==> src/rtl/svpc_pkg.sv <==
package svpc_pkg;

	localparam int ID_BUF_BYTES_DEF = 64;
	localparam int NUM_BITS_DEF     = 32;

	// Result field widths on the output beat
	localparam int OUT_NUM_W = 32;
	localparam int OUT_LEN_W = 6;
	localparam int ORD_W     = 2;
	localparam int RES_BITS  = 3 * OUT_NUM_W + 2 * OUT_LEN_W + ORD_W;
	localparam int DATA_W    = ((RES_BITS + 7) / 8) * 8;

	typedef logic signed [ORD_W-1:0] ord_t;

	localparam ord_t ORD_LT = 2'sb11;
	localparam ord_t ORD_EQ = 2'sb00;
	localparam ord_t ORD_GT = 2'sb01;

	localparam logic [7:0] CH_NUL   = 8'h00;
	localparam logic [7:0] CH_TAB   = 8'h09;
	localparam logic [7:0] CH_CR    = 8'h0D;
	localparam logic [7:0] CH_SPACE = 8'h20;
	localparam logic [7:0] CH_PLUS  = 8'h2B;
	localparam logic [7:0] CH_MINUS = 8'h2D;
	localparam logic [7:0] CH_DOT   = 8'h2E;

	typedef struct packed {
		logic                 valid;
		logic [OUT_NUM_W-1:0] major;
		logic [OUT_NUM_W-1:0] minor;
		logic [OUT_NUM_W-1:0] patch;
		logic [OUT_LEN_W-1:0] pre_len;
		logic [OUT_LEN_W-1:0] meta_len;
		ord_t                 order;
	} result_t;

	function automatic logic is_ws(input logic [7:0] c);
		return (c == CH_SPACE) || (c >= CH_TAB && c <= CH_CR);
	endfunction

	function automatic logic is_digit(input logic [7:0] c);
		return c inside {["0":"9"]};
	endfunction

	function automatic logic is_ident(input logic [7:0] c);
		return (c inside {["A":"Z"], ["a":"z"], ["0":"9"]}) || (c == CH_MINUS);
	endfunction

endpackage

==> src/rtl/svpc_text_mem.sv <==
module svpc_text_mem #(
	parameter int ID_BUF_BYTES = svpc_pkg::ID_BUF_BYTES_DEF,
	localparam int CNT_W = $clog2(ID_BUF_BYTES)
) (
	input  logic             clk,
	input  logic             wr_en,
	input  logic             wr_bank,
	input  logic [CNT_W-1:0] wr_idx,
	input  logic [7:0]       wr_data,
	input  logic             rd_bank,
	input  logic [CNT_W-1:0] rd_idx,
	output logic [7:0]       rd_data_q
);
	import svpc_pkg::*;

	// Two banks: one holds the last valid prerelease, the other takes the new one
	logic [7:0] mem_q [2][ID_BUF_BYTES];

	always_ff @(posedge clk) begin
		if (wr_en) begin
			mem_q[wr_bank][wr_idx] <= wr_data;
		end
		// Forward a byte written to the very entry being read
		if (wr_en && wr_bank == rd_bank && wr_idx == rd_idx) begin
			rd_data_q <= wr_data;
		end else begin
			rd_data_q <= mem_q[rd_bank][rd_idx];
		end
	end

endmodule

==> src/rtl/svpc_parser.sv <==
module svpc_parser #(
	parameter int ID_BUF_BYTES = svpc_pkg::ID_BUF_BYTES_DEF,
	parameter int NUM_BITS     = svpc_pkg::NUM_BITS_DEF,
	localparam int CNT_W = $clog2(ID_BUF_BYTES)
) (
	input  logic             clk,
	input  logic             arst_n,
	input  logic             step,
	input  logic [7:0]       ch,
	input  logic             last,
	input  logic [7:0]       prev_byte,
	output logic             wr_en,
	output logic             wr_bank,
	output logic [CNT_W-1:0] wr_idx,
	output logic [7:0]       wr_data,
	output logic             rd_bank,
	output logic [CNT_W-1:0] rd_idx,
	output logic             res_valid,
	output svpc_pkg::result_t res
);
	import svpc_pkg::*;

	localparam logic [CNT_W-1:0] CAP = CNT_W'(ID_BUF_BYTES - 1);

	typedef enum logic [2:0] {
		PH_MAJ, PH_MIN, PH_PAT, PH_PRE, PH_META, PH_DONE, PH_ERR
	} phase_t;

	typedef enum logic [2:0] {
		NS_START, NS_WS, NS_SIGN_BARE, NS_SIGN_WS, NS_DIG
	} nsub_t;

	phase_t                phase_q, phase_d;
	nsub_t                 nsub_q, nsub_d;
	logic [NUM_BITS-1:0]   acc_q, acc_d;
	logic                  sat_q, sat_d;
	logic                  neg_q, neg_d;
	logic [NUM_BITS-1:0]   maj_q, maj_d, min_q, min_d, pat_q, pat_d;
	ord_t                  maj_cmp_q, maj_cmp_d, min_cmp_q, min_cmp_d, pat_cmp_q, pat_cmp_d;
	ord_t                  pre_diff_q, pre_diff_d;
	logic                  ident_q, ident_d;
	logic [CNT_W-1:0]      pre_cnt_q, pre_cnt_d, meta_cnt_q, meta_cnt_d;
	logic [NUM_BITS-1:0]   prev_maj_q, prev_maj_d, prev_min_q, prev_min_d;
	logic [NUM_BITS-1:0]   prev_pat_q, prev_pat_d;
	logic [CNT_W-1:0]      prev_len_q, prev_len_d;
	logic                  bank_q, bank_d;
	logic                  fin, do_id;
	logic [NUM_BITS+3:0]   acc_ext, acc_x10;
	logic [NUM_BITS-1:0]   num_now;
	ord_t                  len_cmp;
	logic [CNT_W+OUT_LEN_W-1:0] pre_len_ext, meta_len_ext;

	function automatic logic [NUM_BITS-1:0] num_val(input logic [NUM_BITS-1:0] a,
			input logic s, input logic n);
		logic [NUM_BITS-1:0] v;
		if (s) v = '1;
		else if (n) v = -a;
		else v = a;
		return v;
	endfunction

	function automatic ord_t cmp_num(input logic [NUM_BITS-1:0] a, input logic [NUM_BITS-1:0] b);
		ord_t o;
		if (a < b) o = ORD_LT;
		else if (a > b) o = ORD_GT;
		else o = ORD_EQ;
		return o;
	endfunction

	function automatic logic [OUT_NUM_W-1:0] to_out(input logic [NUM_BITS-1:0] v);
		logic [NUM_BITS+OUT_NUM_W-1:0] t;
		t = {{OUT_NUM_W{1'b0}}, v};
		return t[OUT_NUM_W-1:0];
	endfunction

	// Decimal accumulate: acc * 10 + digit, with headroom to spot overflow
	assign acc_ext = {4'b0000, acc_q};
	assign acc_x10 = (acc_ext << 3) + (acc_ext << 1) + (NUM_BITS+4)'(ch[3:0]);
	assign num_now = num_val(acc_q, sat_q, neg_q);

	always_comb begin
		phase_d    = phase_q;
		nsub_d     = nsub_q;
		acc_d      = acc_q;
		sat_d      = sat_q;
		neg_d      = neg_q;
		maj_d      = maj_q;
		min_d      = min_q;
		pat_d      = pat_q;
		maj_cmp_d  = maj_cmp_q;
		min_cmp_d  = min_cmp_q;
		pat_cmp_d  = pat_cmp_q;
		pre_diff_d = pre_diff_q;
		ident_d    = ident_q;
		pre_cnt_d  = pre_cnt_q;
		meta_cnt_d = meta_cnt_q;
		prev_maj_d = prev_maj_q;
		prev_min_d = prev_min_q;
		prev_pat_d = prev_pat_q;
		prev_len_d = prev_len_q;
		bank_d     = bank_q;
		wr_en      = 1'b0;
		res_valid  = 1'b0;
		res        = '0;
		fin        = 1'b0;
		do_id      = 1'b0;
		len_cmp    = ORD_EQ;
		pre_len_ext  = '0;
		meta_len_ext = '0;

		if (step) begin
			if (phase_q != PH_DONE && phase_q != PH_ERR) begin
				if (ch == CH_NUL) begin
					fin = 1'b1;
				end else if (phase_q == PH_MAJ || phase_q == PH_MIN || phase_q == PH_PAT) begin
					if (is_digit(ch)) begin
						if (!sat_q) begin
							if (acc_x10[NUM_BITS+3:NUM_BITS] != 4'b0000) sat_d = 1'b1;
							else acc_d = acc_x10[NUM_BITS-1:0];
						end
						nsub_d = NS_DIG;
					end else if ((nsub_q == NS_START || nsub_q == NS_WS) && is_ws(ch)) begin
						nsub_d = NS_WS;
					end else if ((nsub_q == NS_START || nsub_q == NS_WS) &&
							(ch == CH_PLUS || ch == CH_MINUS)) begin
						neg_d  = (ch == CH_MINUS);
						nsub_d = (nsub_q == NS_START) ? NS_SIGN_BARE : NS_SIGN_WS;
					end else if (nsub_q == NS_DIG || nsub_q == NS_START) begin
						if (phase_q == PH_MAJ || phase_q == PH_MIN) begin
							if (ch != CH_DOT) begin
								phase_d = PH_ERR;
							end else begin
								if (phase_q == PH_MAJ) begin
									maj_d     = num_now;
									maj_cmp_d = cmp_num(num_now, prev_maj_q);
									phase_d   = PH_MIN;
								end else begin
									min_d     = num_now;
									min_cmp_d = cmp_num(num_now, prev_min_q);
									phase_d   = PH_PAT;
								end
								acc_d  = '0;
								sat_d  = 1'b0;
								neg_d  = 1'b0;
								nsub_d = NS_START;
							end
						end else begin
							pat_d     = num_now;
							pat_cmp_d = cmp_num(num_now, prev_pat_q);
							ident_d   = 1'b0;
							if (ch == CH_MINUS) phase_d = PH_PRE;
							else if (ch == CH_PLUS) phase_d = PH_META;
							else phase_d = PH_ERR;
						end
					end else if (phase_q == PH_PAT && nsub_q == NS_SIGN_BARE) begin
						// Bare sign after minor: it opens prerelease or metadata
						pat_d     = '0;
						pat_cmp_d = cmp_num('0, prev_pat_q);
						phase_d   = neg_q ? PH_PRE : PH_META;
						ident_d   = 1'b0;
						do_id     = 1'b1;
					end else begin
						phase_d = PH_ERR;
					end
				end else begin
					do_id = 1'b1;
				end

				if (do_id) begin
					if (is_ident(ch) || ch == CH_DOT) begin
						if (ch == CH_DOT && !ident_d) begin
							phase_d = PH_ERR;
						end else begin
							ident_d = (ch != CH_DOT);
							if (phase_d == PH_PRE) begin
								if (pre_cnt_q != CAP) begin
									wr_en     = 1'b1;
									pre_cnt_d = pre_cnt_q + 1'b1;
									if (pre_diff_q == ORD_EQ && pre_cnt_q < prev_len_q) begin
										if (ch < prev_byte) pre_diff_d = ORD_LT;
										else if (ch > prev_byte) pre_diff_d = ORD_GT;
									end
								end
							end else if (meta_cnt_q != CAP) begin
								meta_cnt_d = meta_cnt_q + 1'b1;
							end
						end
					end else if (ch == CH_PLUS && phase_d == PH_PRE) begin
						if (!ident_d) begin
							phase_d = PH_ERR;
						end else begin
							phase_d = PH_META;
							ident_d = 1'b0;
						end
					end else begin
						phase_d = PH_ERR;
					end
				end
			end

			if (last) fin = 1'b1;

			if (fin) begin
				case (phase_d)
					PH_PAT: begin
						if (nsub_d == NS_DIG || nsub_d == NS_START) begin
							pat_d     = num_val(acc_d, sat_d, neg_d);
							pat_cmp_d = cmp_num(num_val(acc_d, sat_d, neg_d), prev_pat_q);
							phase_d   = PH_DONE;
						end else begin
							phase_d = PH_ERR;
						end
					end
					PH_PRE, PH_META: begin
						phase_d = ident_d ? PH_DONE : PH_ERR;
					end
					PH_DONE: begin
						phase_d = PH_DONE;
					end
					default: begin
						phase_d = PH_ERR;
					end
				endcase
			end

			if (last) begin
				res_valid = 1'b1;
				if (phase_d == PH_DONE) begin
					if (pre_cnt_d < prev_len_q) len_cmp = ORD_LT;
					else if (pre_cnt_d > prev_len_q) len_cmp = ORD_GT;
					pre_len_ext  = {{OUT_LEN_W{1'b0}}, pre_cnt_d};
					meta_len_ext = {{OUT_LEN_W{1'b0}}, meta_cnt_d};
					res.valid    = 1'b1;
					res.major    = to_out(maj_d);
					res.minor    = to_out(min_d);
					res.patch    = to_out(pat_d);
					res.pre_len  = pre_len_ext[OUT_LEN_W-1:0];
					res.meta_len = meta_len_ext[OUT_LEN_W-1:0];
					if (maj_cmp_d != ORD_EQ) res.order = maj_cmp_d;
					else if (min_cmp_d != ORD_EQ) res.order = min_cmp_d;
					else if (pat_cmp_d != ORD_EQ) res.order = pat_cmp_d;
					else if (pre_diff_d != ORD_EQ) res.order = pre_diff_d;
					else res.order = len_cmp;
					// This version becomes the reference; swap text banks
					prev_maj_d = maj_d;
					prev_min_d = min_d;
					prev_pat_d = pat_d;
					prev_len_d = pre_cnt_d;
					bank_d     = ~bank_q;
				end
				phase_d    = PH_MAJ;
				nsub_d     = NS_START;
				acc_d      = '0;
				sat_d      = 1'b0;
				neg_d      = 1'b0;
				maj_d      = '0;
				min_d      = '0;
				pat_d      = '0;
				maj_cmp_d  = ORD_EQ;
				min_cmp_d  = ORD_EQ;
				pat_cmp_d  = ORD_EQ;
				pre_diff_d = ORD_EQ;
				ident_d    = 1'b0;
				pre_cnt_d  = '0;
				meta_cnt_d = '0;
			end
		end
	end

	assign wr_bank = ~bank_q;
	assign wr_idx  = pre_cnt_q;
	assign wr_data = ch;
	// Prefetch the reference byte that the next prerelease byte meets
	assign rd_bank = bank_d;
	assign rd_idx  = pre_cnt_d;

	always_ff @(posedge clk or negedge arst_n) begin
		if (!arst_n) begin
			phase_q    <= PH_MAJ;
			nsub_q     <= NS_START;
			acc_q      <= '0;
			sat_q      <= 1'b0;
			neg_q      <= 1'b0;
			maj_q      <= '0;
			min_q      <= '0;
			pat_q      <= '0;
			maj_cmp_q  <= ORD_EQ;
			min_cmp_q  <= ORD_EQ;
			pat_cmp_q  <= ORD_EQ;
			pre_diff_q <= ORD_EQ;
			ident_q    <= 1'b0;
			pre_cnt_q  <= '0;
			meta_cnt_q <= '0;
			prev_maj_q <= '0;
			prev_min_q <= '0;
			prev_pat_q <= '0;
			prev_len_q <= '0;
			bank_q     <= 1'b0;
		end else begin
			phase_q    <= phase_d;
			nsub_q     <= nsub_d;
			acc_q      <= acc_d;
			sat_q      <= sat_d;
			neg_q      <= neg_d;
			maj_q      <= maj_d;
			min_q      <= min_d;
			pat_q      <= pat_d;
			maj_cmp_q  <= maj_cmp_d;
			min_cmp_q  <= min_cmp_d;
			pat_cmp_q  <= pat_cmp_d;
			pre_diff_q <= pre_diff_d;
			ident_q    <= ident_d;
			pre_cnt_q  <= pre_cnt_d;
			meta_cnt_q <= meta_cnt_d;
			prev_maj_q <= prev_maj_d;
			prev_min_q <= prev_min_d;
			prev_pat_q <= prev_pat_d;
			prev_len_q <= prev_len_d;
			bank_q     <= bank_d;
		end
	end

endmodule

==> src/rtl/semver_string_parse_compare.sv <==
// Semantic version parser and comparator.
//
// Input stream: one character of a version string per beat on s_tdata, with
// s_tlast on the final character. A NUL character ends the string early; the
// characters after it up to the s_tlast beat are dropped.
// Output stream: one result beat per string, m_tuser high when the string is a
// well formed MAJOR.MINOR.PATCH[-pre][+meta]. The beat carries the numbers, the
// stored prerelease and metadata lengths, and the order against the last valid
// version (-1 older, 0 equal, 1 newer). An invalid string gives all zeros.
//
// Path: the s_tlast beat is registered in s1 and, once the result slot is free, its
// result is registered in the output register and presented as the result beat.
// Throughput: one character per cycle outside stalls, back to back, across string
// borders; each character updates the parse state in the single stage behind the
// input register, and the prerelease text store is read one entry ahead of need.
// Stall: a finished result waits in the output register; characters keep
// flowing until the next s_tlast beat, which is held in s1 until the pending
// result is taken.
// Reset: the parse restarts and the reference version becomes 0.0.0 with no
// prerelease. The text store needs no clearing.
module semver_string_parse_compare #(
	parameter int ID_BUF_BYTES = svpc_pkg::ID_BUF_BYTES_DEF,
	parameter int NUM_BITS     = svpc_pkg::NUM_BITS_DEF
) (
	input  logic                        clk,
	input  logic                        arst_n,
	input  logic                        s_tvalid,
	output logic                        s_tready,
	input  logic [7:0]                  s_tdata,  // [7:0] ch
	input  logic                        s_tlast,
	output logic                        m_tvalid,
	input  logic                        m_tready,
	// [31:0] major, [63:32] minor, [95:64] patch, [101:96] pre_len,
	// [107:102] meta_len, [109:108] order, rest zero
	output logic [svpc_pkg::DATA_W-1:0] m_tdata,
	output logic                        m_tuser   // [0] valid_res
);
	import svpc_pkg::*;

	localparam int CNT_W = $clog2(ID_BUF_BYTES);

	logic             valid_s1;
	logic [7:0]       ch_s1;
	logic             last_s1;
	logic             step;
	logic             wr_en;
	logic             wr_bank;
	logic [CNT_W-1:0] wr_idx;
	logic [7:0]       wr_data;
	logic             rd_bank;
	logic [CNT_W-1:0] rd_idx;
	logic [7:0]       prev_byte;
	logic             res_valid;
	result_t          res;
	logic             valid_s2;
	result_t          res_s2;

	// Advance s1 unless it holds a final character and the result slot is full and not being taken
	assign step     = valid_s1 && !(last_s1 && valid_s2 && !m_tready);
	assign s_tready = !valid_s1 || step;

	always_ff @(posedge clk or negedge arst_n) begin
		if (!arst_n) begin
			valid_s1 <= 1'b0;
		end else if (s_tready) begin
			valid_s1 <= s_tvalid;
		end
	end

	always_ff @(posedge clk) begin
		if (s_tvalid && s_tready) begin
			ch_s1   <= s_tdata;
			last_s1 <= s_tlast;
		end
	end

	svpc_parser #(
		.ID_BUF_BYTES(ID_BUF_BYTES),
		.NUM_BITS    (NUM_BITS)
	) u_parser (
		.clk      (clk),
		.arst_n   (arst_n),
		.step     (step),
		.ch       (ch_s1),
		.last     (last_s1),
		.prev_byte(prev_byte),
		.wr_en    (wr_en),
		.wr_bank  (wr_bank),
		.wr_idx   (wr_idx),
		.wr_data  (wr_data),
		.rd_bank  (rd_bank),
		.rd_idx   (rd_idx),
		.res_valid(res_valid),
		.res      (res)
	);

	svpc_text_mem #(
		.ID_BUF_BYTES(ID_BUF_BYTES)
	) u_text_mem (
		.clk      (clk),
		.wr_en    (wr_en),
		.wr_bank  (wr_bank),
		.wr_idx   (wr_idx),
		.wr_data  (wr_data),
		.rd_bank  (rd_bank),
		.rd_idx   (rd_idx),
		.rd_data_q(prev_byte)
	);

	// Result register: load a new result, drop it once the beat is taken
	always_ff @(posedge clk or negedge arst_n) begin
		if (!arst_n) begin
			valid_s2 <= 1'b0;
		end else if (res_valid) begin
			valid_s2 <= 1'b1;
		end else if (m_tready) begin
			valid_s2 <= 1'b0;
		end
	end

	always_ff @(posedge clk) begin
		if (res_valid) begin
			res_s2 <= res;
		end
	end

	assign m_tvalid = valid_s2;
	assign m_tuser  = res_s2.valid;
	assign m_tdata  = {{(DATA_W - RES_BITS){1'b0}}, res_s2.order, res_s2.meta_len,
		res_s2.pre_len, res_s2.patch, res_s2.minor, res_s2.major};

endmodule

==> config.mk <==
export PLATFORM = sky130hd
export DESIGN_NAME = semver_string_parse_compare
export DESIGN_NICKNAME = d
export VERILOG_FILES = /design/src/rtl/svpc_pkg.sv /design/src/rtl/svpc_text_mem.sv /design/src/rtl/svpc_parser.sv /design/src/rtl/semver_string_parse_compare.sv
export SDC_FILE = /design/constraint.sdc
export NUM_CORES = 2
export LEC_CHECK = 0
export CAP_MARGIN = 20
export CORE_ASPECT_RATIO = 0.6
export CORE_MARGIN = 5
export CORE_UTILIZATION = 50
export CTS_CLUSTER_SIZE = 28
export DETAILED_ROUTE_END_ITERATION = 7
export DONT_BUFFER_PORTS = 1
export HOLD_SLACK_MARGIN = 0.06
export SYNTH_ARGS = -nofsm -noshare
export SYNTH_HDL_FRONTEND = slang
export SYNTH_HIERARCHICAL = 1
export SYNTH_SLANG_ARGS = --single-unit
export TNS_END_PERCENT = 5
==> constraint.sdc <==
create_clock -name clk -period 16.4 [get_ports clk]
set_input_delay 2.46 -clock clk [delete_from_list [all_inputs] [get_ports clk]]
set_output_delay 2.46 -clock clk [all_outputs]
set_load 0.1 [all_outputs]
---- After elaboration in Yosys (flattened, before gate mapping) ----
Memories as Yosys holds them, arrays and structs flattened.
Cells that the tools add are included.
word-level totals
  memories kept ........................... 1
  register bits after elaboration ......... 390
  output and inout bits ................... 115
  latch bits .............................. 0
  bits of input ports ..................... 13
  RAM bits ................................ 1024
  word-level logic and storage cells ...... 392
  ROM bits ................................ 0
cells by class
  $lt $le $gt $ge ......................... 26
  eq/ne operators ......................... 23
  divide/modulo/power cells ............... 0
  reductions and logical operators ........ 47
  multiply operators ...................... 0
  $add $sub $neg .......................... 6
  shift operators ......................... 0
  bitwise logic cells ..................... 3
  mux-type cells .......................... 254
memories
  name              words  bits a word  read ports  clocked after Yosys merged registers in  write ports  line                 RTL
  u_text_mem.mem_q  2      512          1           0                                        1            svpc_text_mem.sv:17  logic [7:0] mem_q [2][ID_BUF_BYTES];
operators by type and width
  kind                 count
  $mux 32              56
  $mux 512             1
  $mux 2               65
  $gt 32x32->1         4
  $lt 32x32->1         4
  $mux 111             1
  $mux 3               32
  $mux 6               16
  $mux 1               76
  $neg 32->32          2
  $bmux 8 s6           1
  $demux 8 s6          1
  $add 35x33->36       1
  $add 36x4->36        1
  $eq 8x6->1 const B   4
  $gt 1x32->1 const A  1
  $lt 1x32->1 const A  1
  $mux 8               4
  $logic_and 1x1->1    18
  $ge 8x7->1 const B   2
  $le 8x7->1 const B   2
  $eq 3x2->1 const B   5
  $eq 3x3->1 const B   5
  $ge 7x7->1 const B   2
  30 further kinds     54

---- Logic depth before layout (Yosys ltp) ----
  depth after elaboration ................. 35
  gate-level depth with buffers ........... 34
  depth with buffers taken out ............ 31

---- Hierarchy ----
Netlist, hierarchy kept.
modules (own cells, without submodules)
  module                       area an instance (um^2)  times used  seq. area each (um^2)  cells each
  svpc_text_mem                40811.6                  1           30909.6                2070
  svpc_parser                  21575.7                  1           6506.2                 2527
  semver_string_parse_compare  3728.6                   1           3653.5                 131

---- Worst setup path before layout ----
No wires, ideal clock.
  kind .................................... in2reg
  start point ............................. input m_tready
  end point ............................... register u_text_mem.rd_data_q[2]
  setup time .............................. 0.120 ns
  arrival ................................. 8.638 ns
  path slack .............................. 7.642 ns
  path buffers ............................ 5
  required time ........................... 16.280 ns
  stages .................................. 16
  cells stage by stage .................... nor2b_1 -> a21boi_0 -> and2_1 -> clkbuf_1 -> nand2_2 -> clkinv_1 -> xnor2_1 -> buf_6 -> buf_12 -> buf_12 -> buf_8 -> mux4_2 -> a221oi_1 -> o31ai_1 -> a211oi_2 -> o21ai_1
on the way
  word-level cells in the longest chain between the ends .. 10
  elaborated cells on any way between the ends .. 17
  those cells by class .................... eq/ne (2); mux (7); bitwise (1); reduce/logical (6); memory (1)
ends and longest elaborated chain
  element                                    line                               RTL
  start: declaration                         semver_string_parse_compare.sv:32  input logic m_tready,
  $logic_not 1->1 *                          semver_string_parse_compare.sv:59  assign step = valid_s1 && !(last_s1 && valid_s2 && !m_tready);
  $logic_and 1x1->1 *                        semver_string_parse_compare.sv:59
  $logic_not 1->1 *                          semver_string_parse_compare.sv:59
  $logic_and 1x1->1 *                        semver_string_parse_compare.sv:59
  via step                                   semver_string_parse_compare.sv:45  logic step;
  $mux 1 *                                   svpc_parser.sv:111                 if (step) begin
  via rd_bank                                semver_string_parse_compare.sv:50  logic rd_bank;
  $mem_v2 2x512                              --
  $bmux 8 s6                                 svpc_text_mem.sv:27                rd_data_q <= mem_q[rd_bank][rd_idx];
  $mux 8 (implied by the code) (2 in a row)  svpc_text_mem.sv:27
  $mux 8 *                                   svpc_text_mem.sv:24                if (wr_en && wr_bank == rd_bank && wr_idx == rd_idx) begin
  end signal: assignment                     svpc_text_mem.sv:25                rd_data_q <= wr_data;
  end signal: assignment                     svpc_text_mem.sv:27
  end: declaration                           svpc_text_mem.sv:12                output logic [7:0] rd_data_q
Mark *: on every way through the listed nets, which the timed path passes. The rest lies on a longest branch. The select of a mux whose other input is x is not followed.
A chain may end at the register's enable or synchronous reset.

---- Worst setup path after layout ----
  start point ............................. register ch_s1[1]
  end point ............................... register res_s2 (netlist bit m_tdata[109]) (data pin)
on the way
  word-level cells in the longest chain between the ends .. 29
  elaborated cells on any way between the ends .. 202
  those cells by class .................... add/sub (2); order compare (13); eq/ne (12); mux (151); reduce/logical (24)
ends and longest elaborated chain
  element                                                                 line                                RTL
  start: declaration                                                      semver_string_parse_compare.sv:43   logic [7:0] ch_s1;
  start signal: assignment                                                semver_string_parse_compare.sv:72   ch_s1 <= s_tdata;
  parallel branches: the longest is 29 deep, another holds $add 36x4->36  --
  end signal: assignment                                                  semver_string_parse_compare.sv:123  res_s2 <= res;
  end: declaration                                                        semver_string_parse_compare.sv:56   result_t res_s2;
Several ways; the timed one is not identified. The select of a mux whose other input is x is not followed.

==> run_results.csv <==
group,metric,value,unit
setup_path,cp_slowest_cell,"or4b_4",
setup_path,cp_common_cell,"a21o_1",
setup_path,crit_path_start_kind,"register",
pwr,ir_drop,110,uV
clocking,root_buffer,"clkbuf_16",
layout,multi_input_area,23100,sq um
setup_path,crit_path_max_fanout,51,
setup_path,slowest_delay,720,ps
placement,numPortBuffers,0,
floorplan,die_area,140000,sq um
layout,area_delta_synth_final,8.96,%
clocking,path_clk_slew,70,ps
timing,slew_headroom,19.1,%
layout,final_common_cell,"edfxtp_1",
setup_path,worst_r2r_path_depth,33,
timing,setup_tns,0,ps
synth,syn-cell-area,66100,sq um
layout,fill_cells,10700,
pwr,power,8.88,mW
clocking,holdBufCountCts,0,
timing,rsz0062_at_grt,"no",
routing,post_drt_wl_per_cell,30.4,um
routing,vias,42800,
layout,regArea,41100,sq um
synth,synthArstFlopShare,18.5,%
global_route,grt_first_pass_wirelength,287000,um
job,maxCapViolations,0,
synth,synth_top_cell_by_area,"edfxtp_1",
timing,clock_skew,31.3,ps
timing,fin_crit_sh,62.9,%
routing,dr.pass1.iters,6,
setup_path,worst-endpoint-required,16900,ps
synth,synth_area_per_cell,14.0,sq um
clocking,cts_tree,"yes",
timing,worst_hold_slack,479,ps
layout,layout.nets,4926,
synth,ys_types,119,
routing,drtIter0Drc,6133,
clocking,clk-insertion-delay-late,780,ps
global_route,grt_overflow,0,
global_route,grt_pass1_vias,39400,
placement,place_area,67700,sq um
routing,postRouteAntennaNets,0,
outcome,status,"completed",
synth,ys_top_cells_by_area,"edfxtp_1, dfrtp_1, mux4_2",
floorplan,io_pins,128,
pwr,pwr_density_cell,123,nW/um^2
floorplan,start_util,50.3,%
synth,synth_edf_count,1144,
clocking,cts.repair.resized,0,
global_route,grt_usage,28.0,%
floorplan,die_height,292,um
setup_path,critical_path_arrival,10820,ps
routing,wirelength,199000,um
synth,ys_seq_area_share,62.1,%
layout,final_cell_mix,"edfxtp_1, nor2_1, dfrtp_1, nand2_1, ha_1",
synth,netlist.area_leader.share,52.0,%
setup_path,crit_path_end_kind,"register",
placement,gp_congestion,0.938,
clocking,numCtsBuffers,133,
global_route,antenna_found_initial,12,
timing,final_max_slew_viol_count,0,
pwr,p_leak,26.8,nW
synth,syn_inst,4728,
synth,ys_ff_latch,1414,
clocking,cts.sink_count,1414,
timing,hold_viol,0,
global_route,grt_max_degree,263,
clocking,ctsLongestPathBuffers,3,
synth,synth_ff_type,"edfxtp_1",
routing,via_per_inst,6.54,
clocking,postCtsSetupBuffers,0,
setup_path,path_class,"register to register",
layout,final_area,72000,sq um
timing,finalSetupViolCount,0,
timing,worst_pin_slew,1200,ps
floorplan,die_x,479,um
synth,ys_warn_count,6,
placement,place_hpwl,136000,um
timing,fmax,96.9,MHz
clocking,h-tree-depth,4,
floorplan,coreArea,131000,sq um
floorplan,floorplan.rows,103,
timing,fin_crit,10310,ps
layout,drive_gt1_share,12.8,%
min_path,min-delay-path-class,"register to register",
min_path,whs_path_depth,1,
routing,route.detailed.drc,0,
-- final timing paths --
kind | from | endpoint | slack, ps
setup / recovery | ch_s1[1] | m_tdata[109] | 6090
hold / removal | u_parser/prev_maj_q[5] | u_parser/prev_maj_q[5] | 480
setup reg to reg | ch_s1[1] | m_tdata[109] | 6090
hold reg to reg | u_parser/prev_maj_q[5] | u_parser/prev_maj_q[5] | 480
max in group asynchronous | arst_n | u_parser/min_q[7] | 14170
min in group asynchronous | arst_n | u_parser/acc_q[17] | 1420
-- layer usage --
metal | vias up | global-route usage [%] | part of all wire [%]
met2 | 2269 | 33.8 | 37
met1 | 22000 | 47.8 | 48
li1 | 18300 | - | -
met5 | - | 0 | 0.011
met3 | 197 | 9.34 | 13
met4 | 4 | 4.90 | 1.3
-- cell families after synthesis --
group	Yosys count	share of synthesized area [%]
xor+xnor	91	1.22
simple gates	1098	8.15
flops	1414	62.1
mux	393	9.38
fa+ha+maj	216	4.11
other cells	1	0.00567
compound gates	1080	11.7
buf+inv	435	3.34
-- area by class of cell --
cell class | instances | area share, %
Clock buffer | 162 | 4.77
Antenna cell | 6 | 0.0208
Inverter | 152 | 0.795
Clock inverter | 79 | 1.07
Multi-Input combinational cell | 2880 | 32.0
Sequential cell | 1414 | 57.0
Timing Repair Buffer | 116 | 1.31
Tap cell | 1732 | 3.01
-- per-stage QoR --
stage	util, %	cells	setup slack [ps]
floorplan	-	4729	7640
global route	54.8	6535	5730
finish	54.8	6541	6090
detailed placement	51.5	6286	6260
global placement	51.5	6276	6220
CTS	54.7	6527	6270
-- state kept, by name, summed over array words and instances, names as in the netlist, 6 cells and up --
| name | count |
|---|---|
| u_text_mem/mem_q | 1024 |
| m_tdata | 110 |
| u_parser/acc_q | 32 |
| u_parser/maj_q | 32 |
| u_parser/min_q | 32 |
| u_parser/pat_q | 32 |
| u_parser/prev_maj_q | 32 |
| u_parser/prev_min_q | 32 |
| u_parser/prev_pat_q | 32 |
| ch_s1 | 8 |
| u_text_mem/rd_data_q | 8 |
| u_parser/meta_cnt_q | 6 |
| u_parser/prev_len_q | 6 |
| u_parser/wr_idx | 6 |
-- cell usage after synthesis, drive strengths merged (59+ instances only) --
| master | count |
|---|---|
| a211oi | 77 |
| a21o | 147 |
| a21oi | 199 |
| a22o | 64 |
| a22oi | 88 |
| buf | 138 |
| clkbuf | 144 |
| dfrtp | 262 |
| edfxtp | 1144 |
| ha | 214 |
| inv | 149 |
| mux2i | 198 |
| mux4 | 173 |
| nand2 | 255 |
| nand3 | 60 |
| nand4 | 59 |
| nor2 | 360 |
| nor2b | 62 |
| nor3 | 77 |
| o21ai | 161 |
| o2bb2ai | 63 |
-- power by group --
part           total [mW]  switching [mW]  internal [mW]
clock network        3.06            1.40           1.66
logic                1.70           0.992          0.708
registers            4.11           0.150           3.96
-- worst max-delay path: cells and delay by family (launching register included) --
kind,cells,cell delay (ps)
buffers and inverters,2,830
multiplexers,2,430
flip-flops,1,630
XOR/XNOR,1,410
AND/OR/NAND/NOR,7,2220
AO/OA/AOI/OAI,16,4090
adder cells (fa/ha/maj),5,1430
Note: power is estimated with default switching activity, not from simulation.
